[src/hw/rtl/hcd_pkg.sv]
package hcd_pkg;

    localparam int LENGTH_BITS = 16;

    localparam logic [15:0] MAX_LEN_RESET = 16'd10000;

    localparam logic [2:0] PH_DIGITS = 3'd0;
    localparam logic [2:0] PH_EXT    = 3'd1;
    localparam logic [2:0] PH_HDR_LF = 3'd2;
    localparam logic [2:0] PH_BODY   = 3'd3;
    localparam logic [2:0] PH_TRL_CR = 3'd4;
    localparam logic [2:0] PH_TRL_LF = 3'd5;

    localparam logic [1:0] KIND_BODY   = 2'd0;
    localparam logic [1:0] KIND_GOOD   = 2'd1;
    localparam logic [1:0] KIND_DROP   = 2'd2;
    localparam logic [1:0] KIND_HDRERR = 2'd3;

    localparam logic [7:0] CH_CR   = 8'h0D;
    localparam logic [7:0] CH_LF   = 8'h0A;
    localparam logic [7:0] CH_SEMI = 8'h3B;

    typedef struct packed {
        logic [1:0]  kind;
        logic [7:0]  body_byte;
        logic [15:0] error_total;
    } result_t;

endpackage

[src/hw/rtl/hcd_parser.sv]
module hcd_parser (
    input  logic               aclk,
    input  logic               aresetn,
    input  logic               cfg_we,
    input  logic [15:0]        cfg_wdata,
    input  logic               accept,
    input  logic [7:0]         rx_byte,
    output logic               res_valid,
    output hcd_pkg::result_t   res
);

    localparam int LB = hcd_pkg::LENGTH_BITS;
    localparam int AW = LB + 1;
    localparam int CW = (AW > 16) ? AW : 16;
    localparam logic [LB+4:0] CAP_WIDE = (LB + 5)'(1) << LB;
    localparam logic [AW-1:0] CAP = AW'(1) << LB;

    logic [15:0]   max_len_reg;
    logic [2:0]    phase_reg, phase_next;
    logic [AW-1:0] accum_reg, accum_next;
    logic          digit_seen_reg, digit_seen_next;
    logic [AW-1:0] bytes_left_reg, bytes_left_next;
    logic [15:0]   error_count_reg, error_count_next;

    logic          is_hex;
    logic [3:0]    hex_val;
    logic [LB+4:0] accum_wide;
    logic          too_long;
    logic [15:0]   error_inc;

    always_comb begin
        is_hex  = 1'b1;
        hex_val = 4'd0;
        if (rx_byte >= 8'h30 && rx_byte <= 8'h39) begin
            hex_val = rx_byte[3:0];
        end else if ((rx_byte >= 8'h41 && rx_byte <= 8'h46) ||
                     (rx_byte >= 8'h61 && rx_byte <= 8'h66)) begin
            hex_val = 4'(rx_byte[2:0] + 3'd1) + 4'd8;
        end else begin
            is_hex = 1'b0;
        end
    end

    assign accum_wide = {accum_reg, 4'b0000} | (LB + 5)'(hex_val);
    assign too_long   = CW'(accum_reg) > CW'(max_len_reg);
    assign error_inc  = (error_count_reg != 16'hFFFF) ? error_count_reg + 16'd1
                                                      : error_count_reg;

    always_comb begin
        phase_next       = phase_reg;
        accum_next       = accum_reg;
        digit_seen_next  = digit_seen_reg;
        bytes_left_next  = bytes_left_reg;
        error_count_next = error_count_reg;
        res_valid        = 1'b0;
        res.kind         = hcd_pkg::KIND_BODY;
        res.body_byte    = 8'd0;
        res.error_total  = error_count_reg;

        unique case (phase_reg)
            hcd_pkg::PH_DIGITS: begin
                if (is_hex) begin
                    accum_next      = (accum_wide > CAP_WIDE) ? CAP : AW'(accum_wide);
                    digit_seen_next = 1'b1;
                end else if (rx_byte == hcd_pkg::CH_CR) begin
                    phase_next = hcd_pkg::PH_HDR_LF;
                end else begin
                    phase_next = hcd_pkg::PH_EXT;
                end
            end
            hcd_pkg::PH_EXT: begin
                if (rx_byte == hcd_pkg::CH_CR) begin
                    phase_next = hcd_pkg::PH_HDR_LF;
                end
            end
            hcd_pkg::PH_HDR_LF: begin
                if (rx_byte == hcd_pkg::CH_CR) begin
                    phase_next = hcd_pkg::PH_HDR_LF;
                end else if (rx_byte != hcd_pkg::CH_LF) begin
                    phase_next = hcd_pkg::PH_EXT;
                end else if (!digit_seen_reg || too_long) begin
                    error_count_next = error_inc;
                    res_valid        = 1'b1;
                    res.kind         = hcd_pkg::KIND_HDRERR;
                    res.error_total  = error_inc;
                    phase_next       = hcd_pkg::PH_DIGITS;
                    accum_next       = '0;
                    digit_seen_next  = 1'b0;
                    bytes_left_next  = '0;
                end else begin
                    bytes_left_next = accum_reg;
                    phase_next = (accum_reg == '0) ? hcd_pkg::PH_TRL_CR : hcd_pkg::PH_BODY;
                end
            end
            hcd_pkg::PH_BODY: begin
                bytes_left_next = bytes_left_reg - AW'(1);
                if (bytes_left_reg == AW'(1)) begin
                    phase_next = hcd_pkg::PH_TRL_CR;
                end
                res_valid     = 1'b1;
                res.kind      = hcd_pkg::KIND_BODY;
                res.body_byte = rx_byte;
            end
            hcd_pkg::PH_TRL_CR: begin
                if (rx_byte == hcd_pkg::CH_CR) begin
                    phase_next = hcd_pkg::PH_TRL_LF;
                end else begin
                    res_valid       = 1'b1;
                    res.kind        = hcd_pkg::KIND_DROP;
                    phase_next      = hcd_pkg::PH_DIGITS;
                    accum_next      = '0;
                    digit_seen_next = 1'b0;
                    bytes_left_next = '0;
                end
            end
            hcd_pkg::PH_TRL_LF: begin
                res_valid       = 1'b1;
                res.kind        = (rx_byte == hcd_pkg::CH_LF) ? hcd_pkg::KIND_GOOD
                                                              : hcd_pkg::KIND_DROP;
                phase_next      = hcd_pkg::PH_DIGITS;
                accum_next      = '0;
                digit_seen_next = 1'b0;
                bytes_left_next = '0;
            end
            default: begin
                phase_next      = hcd_pkg::PH_DIGITS;
                accum_next      = '0;
                digit_seen_next = 1'b0;
                bytes_left_next = '0;
            end
        endcase
    end

    always_ff @(posedge aclk) begin
        if (!aresetn) begin
            max_len_reg     <= hcd_pkg::MAX_LEN_RESET;
            phase_reg       <= hcd_pkg::PH_DIGITS;
            accum_reg       <= '0;
            digit_seen_reg  <= 1'b0;
            bytes_left_reg  <= '0;
            error_count_reg <= '0;
        end else begin
            if (cfg_we) begin
                max_len_reg <= cfg_wdata;
            end
            if (accept) begin
                phase_reg       <= phase_next;
                accum_reg       <= accum_next;
                digit_seen_reg  <= digit_seen_next;
                bytes_left_reg  <= bytes_left_next;
                error_count_reg <= error_count_next;
            end
        end
    end

    // body phase is entered only with a nonzero count
    a_body_count: assert property (@(posedge aclk) disable iff (!aresetn)
        phase_reg == hcd_pkg::PH_BODY |-> bytes_left_reg != '0)
        else $error("body phase with zero bytes left");

    a_err_monotonic: assert property (@(posedge aclk) disable iff (!aresetn)
        $past(aresetn) |-> error_count_reg >= $past(error_count_reg))
        else $error("error count went down");

    a_hdrerr_rehunt: assert property (@(posedge aclk) disable iff (!aresetn)
        accept && res_valid && res.kind == hcd_pkg::KIND_HDRERR
        |=> phase_reg == hcd_pkg::PH_DIGITS && !digit_seen_reg && accum_reg == '0)
        else $error("header error did not restart the hunt");

endmodule

[src/hw/rtl/hcd_out_reg.sv]
module hcd_out_reg (
    input  logic             aclk,
    input  logic             aresetn,
    input  logic             load,
    input  hcd_pkg::result_t load_data,
    output logic             out_valid,
    input  logic             out_ready,
    output hcd_pkg::result_t out_data
);

    logic             valid_reg, valid_next;
    hcd_pkg::result_t data_reg;

    assign valid_next = load ? 1'b1 : (out_ready ? 1'b0 : valid_reg);

    always_ff @(posedge aclk) begin
        if (!aresetn) begin
            valid_reg <= 1'b0;
        end else begin
            valid_reg <= valid_next;
        end
    end

    always_ff @(posedge aclk) begin
        if (load) begin
            data_reg <= load_data;
        end
    end

    assign out_valid = valid_reg;
    assign out_data  = data_reg;

endmodule

[src/hw/rtl/http_chunk_deframer_top.sv]
// A result appears on the master side in the cycle after the byte that causes it.
// One byte per cycle unless m_tready stalls; the single output register refills as it drains.
// Bytes that cause no result (header, trailer CR) only advance the parser state.
// Reset: aresetn is synchronous, active low; it restores the header hunt, clears
// the error counter and the output valid flag, and sets max_chunk_length to 10000.
module http_chunk_deframer_top (
    input  logic        aclk,
    input  logic        aresetn,
    // configuration: max_chunk_length
    input  logic        cfg_we,
    input  logic [15:0] cfg_wdata,
    // input stream
    input  logic        s_tvalid,
    output logic        s_tready,
    input  logic [7:0]  s_tdata,   // [7:0] rx_byte
    // result stream
    output logic        m_tvalid,
    input  logic        m_tready,
    output logic [23:0] m_tdata,   // [7:0] body_byte, [23:8] error_total
    output logic [1:0]  m_tuser    // [1:0] kind
);

    logic             accept;
    logic             res_valid;
    hcd_pkg::result_t res;
    hcd_pkg::result_t out_data;

    // Take a new request whenever the output slot is empty or drains this cycle.
    assign s_tready = !m_tvalid || m_tready;
    assign accept   = s_tvalid && s_tready;

    // Parser: one state update per accepted byte, result decided in the same cycle.
    hcd_parser u_parser (
        .aclk      (aclk),
        .aresetn   (aresetn),
        .cfg_we    (cfg_we),
        .cfg_wdata (cfg_wdata),
        .accept    (accept),
        .rx_byte   (s_tdata),
        .res_valid (res_valid),
        .res       (res)
    );

    // Result register: load only when the accepted byte produces a result.
    hcd_out_reg u_out (
        .aclk      (aclk),
        .aresetn   (aresetn),
        .load      (accept && res_valid),
        .load_data (res),
        .out_valid (m_tvalid),
        .out_ready (m_tready),
        .out_data  (out_data)
    );

    assign m_tuser = out_data.kind;
    assign m_tdata = {out_data.error_total, out_data.body_byte};

endmodule
[config.mk]
export PLATFORM = sky130hd
export DESIGN_NAME = http_chunk_deframer_top
export DESIGN_NICKNAME = d
export VERILOG_FILES = /design/src/hw/rtl/hcd_pkg.sv /design/src/hw/rtl/hcd_parser.sv /design/src/hw/rtl/hcd_out_reg.sv /design/src/hw/rtl/http_chunk_deframer_top.sv
export SDC_FILE = /design/constraint.sdc
export NUM_CORES = 1
export LEC_CHECK = 0
export ABC_AREA = 1
export BUFFER_PORTS_ARGS = -buffer_cell sky130_fd_sc_hd__buf_2
export CORE_ASPECT_RATIO = 0.75
export CORE_MARGIN = 3
export CORE_UTILIZATION = 45
export DETAILED_ROUTE_END_ITERATION = 10
export GPL_ROUTABILITY_DRIVEN = 0
export PLACE_DENSITY = 0.66
export SLEW_MARGIN = 20
export SYNTH_ARGS = -nofsm -noshare
export SYNTH_HDL_FRONTEND = slang
export SYNTH_SLANG_ARGS = --single-unit
[constraint.sdc]
create_clock -name aclk -period 2.58 [get_ports aclk]
set_input_delay 0.129 -clock aclk [delete_from_list [all_inputs] [get_ports aclk]]
set_output_delay 0.129 -clock aclk [all_outputs]
set_load 0.01 [all_outputs]
==> flow_summary_export.csv <==
group,metric,value,unit
clock_network,clkSinkCount,97,
detailed_routing,antenna_left,0,
clock_network,clock-root-buffer,"clkbuf_16",
floorplanning,initial_core_util,47.4,%
sta,post-route-period-util,89.4,%
synth,ys_types,41,
synth,syn_area_per_cell,7.03,um^2
sta,hold_viol,0,
floorplanning,die_w,136,um
global_routing,grt_pass1_wl,23700,um
sta,worst_slew_pin_slew,0.989,ns
clock_network,htreeDepth,3,
final_layout,num_antenna_cells,0,
synth,syn_inst,806,
final_layout,final_cell_mix,"nand2_1 (220), inv_1 (87), a21oi_1 (75)",
sta,drv_slew,0,
global_routing,grt_max_degree,54,
clock_network,clkLatencyLatePin,0.35,ns
placement,dp_cells,1007,
power_and_ir_drop,p_int,2.47,mW
detailed_routing,route.detailed.wl_per_inst,13.9,um
sta,hold_slack,0.00139,ns
synth,synth-edff-count,26,
setup_path,crit_arrival,2.36,ns
global_routing,track_usage,21.1,%
setup_path,cp_max_fo,26,
floorplanning,pin_count,57,
job,maxCapViolCount,0,
sta,fin_crit,2.31,ns
setup_path,cp_data_required_time,2.63,ns
detailed_routing,drt_wl_total,14200,um
global_routing,grt_pass1_vias,4834,
clock_network,cts_resized,0,
detailed_routing,drc,0,
placement,port-buffer-count,56,
hold_path,hold_path_class,"in -> reg",
floorplanning,die-area,14000,um^2
final_layout,drive_gt1_share,14.9,%
final_layout,largest_reg_flops,26,
power_and_ir_drop,power_leakage,2.97,nW
sta,fmax,433,MHz
setup_path,cp-start-kind,"flop",
synth,async_flop_share,0,%
setup_path,crit_type,"reg -> reg",
clock_network,cts_buffers,9,
clock_network,cts_hold_buffers,0,
power_and_ir_drop,pwr-share-comb,10.2,%
synth,synth_seq_cells,97,
sta,final-setup-viol-count,0,
global_routing,grt.overflow.total,0,
detailed_routing,via_per_inst,5.24,
sta,tns,0,ns
synth,synth_area_leaders,"dfxtp_1 (25%), nand2_1 (15%), edfxtp_1 (14%)",
sta,fin_skew,0.00626,ns
setup_path,end_kind,"flop",
sta,timing.slew.headroom,34.1,%
clock_network,clk_pin_slew_worst_paths,0.07,ns
power_and_ir_drop,clkPwrFrac,40.9,%
final_layout,final_util,53.6,%
floorplanning,rows,34,
power_and_ir_drop,ir_drop,0.417,mV
synth,synth.yosys.seq_area_share,38.9,%
detailed_routing,drtPass1Iterations,5,
floorplanning,die_h,103,um
synth,synth_top_area_share,25.1,%
synth,yosys.area.top_type,"dfxtp_1",
run_status,status,"finished, final reports clean",
power_and_ir_drop,switching_share,26.2,%
clock_network,cts_tree,"yes",
power_and_ir_drop,switchingPower,0.875,mW
synth,synth_area,5670,um^2
final_layout,layout_commonest_cell,"nand2_1",
detailed_routing,drt_iter0_markers,441,
power_and_ir_drop,power_density,522,nW/um^2
power_and_ir_drop,seqPwrFrac,48.8,%
final_layout,syn_to_final_growth,13.1,%
synth,ys.flop_type,"dfxtp_1",
final_layout,final_cells,1023,
synth,synth_warnings,0,
global_routing,antenna_found_initial,0,
synth,synth_nets,858,
detailed_routing,via_count,5356,
floorplanning,core-area,12000,um^2
placement,dp_hpwl,10700,um
clock_network,ctsLongestPathBuffers,2,
power_and_ir_drop,total_power,3.35,mW
final_layout,nets,908,
clock_network,post-cts-setup-buffers,0,
[logic make-up after synthesis]
| logic type | synth area share, % |
|---|---|
| XOR/XNOR | 1.39 |
| flip-flops | 38.9 |
| buffers and inverters | 9.36 |
| AND/OR/NAND/NOR | 32.8 |
| adder cells (fa/ha/maj) | 5.08 |
| AO/OA/AOI/OAI | 12.5 |
[layout make-up]
type / count / area, um^2
clock buffers: 9 / 225
multi-input cells: 579 / 2950
fillers: 1190 / 5540
well taps: 162 / 203
repair buffers: 65 / 360
flip-flops and latches: 97 / 2200
clock inverters: 7 / 78.8
inverters: 104 / 395
[power groups by stage]
| stage | clock (mW) | combinational (mW) | sequential [mW] |
|---|---|---|---|
| floorplan | 0 | 0.242 | 1.66 |
| global placement | 0 | 0.329 | 1.67 |
| detailed placement | 0 | 0.339 | 1.67 |
| CTS | 1.41 | 0.340 | 1.63 |
| global route | 1.46 | 0.389 | 1.64 |
| finish | 1.37 | 0.343 | 1.63 |
[worst max-delay path, cell delays in order, from the launching register on]
cell and delay, ns:
dfxtp_1 0.31, inv_1 0.05, ha_1 0.29, inv_1 0.06, nor2_1 0.11, nand3_1 0.10
nor2_2 0.14, nand3b_1 0.11, nand3_2 0.11, nand2_4 0.08, nand2_8 0.15, nand2_1 0.09
nand2_1 0.07, nand2_1 0.06, inv_1 0.10, buf_12 0.19
[cells in the mapped netlist, types with 2 or more instances]
library cell / n
nand2_1: 220
inv_1: 87
a21oi_1: 75
nor2_1: 75
dfxtp_1: 71
nand3_1: 50
o21ai_0: 37
edfxtp_1: 26
nand4_1: 24
ha_1: 23
clkbuf_1: 15
inv_2: 14
o21ai_1: 14
nor3_1: 11
buf_4: 7
nand2_2: 7
xor2_1: 5
nor2_2: 4
xnor2_1: 4
a21oi_2: 3
buf_2: 3
nand3_2: 3
nor2_4: 3
inv_4: 2
nand2_4: 2
nand3_4: 2
nand3b_1: 2
nor3_4: 2
nor4_1: 2
o21ai_2: 2
[layer usage]
layer	up-vias	wire length, um	track usage (%)	part of all wire, %
met4	0	149	4.65	1.0
met2	171	5790	30.4	41
met1	2441	7140	31.2	50
met3	12	1110	6.29	7.8
met5	-	0	0	0
li1	2732	-	-	-
[path summary, 6_finish.rpt]
path                            startpoint                       end  slack, ns  cells past startpoint
setup / recovery  u_parser.max_len_reg[15]        u_out.out_data[18]       0.27                     15
hold / removal                cfg_wdata[0]   u_parser.max_len_reg[0]      0.001                      3
setup reg to reg  u_parser.max_len_reg[15]        u_out.out_data[18]       0.27                     15
hold reg to reg   u_parser.max_len_reg[15]  u_parser.max_len_reg[15]       0.46                      2
[through the flow]
step | area (um^2) | setup slack [ns]
after floorplan | 5670 | 0.112
after global placement | 6090 | 0.250
after detailed placement | 6090 | 0.180
after CTS | 6400 | 0.163
after global routing | 6410 | -0.00317
final | 6410 | 0.272
(Power assumes the default switching activity.)
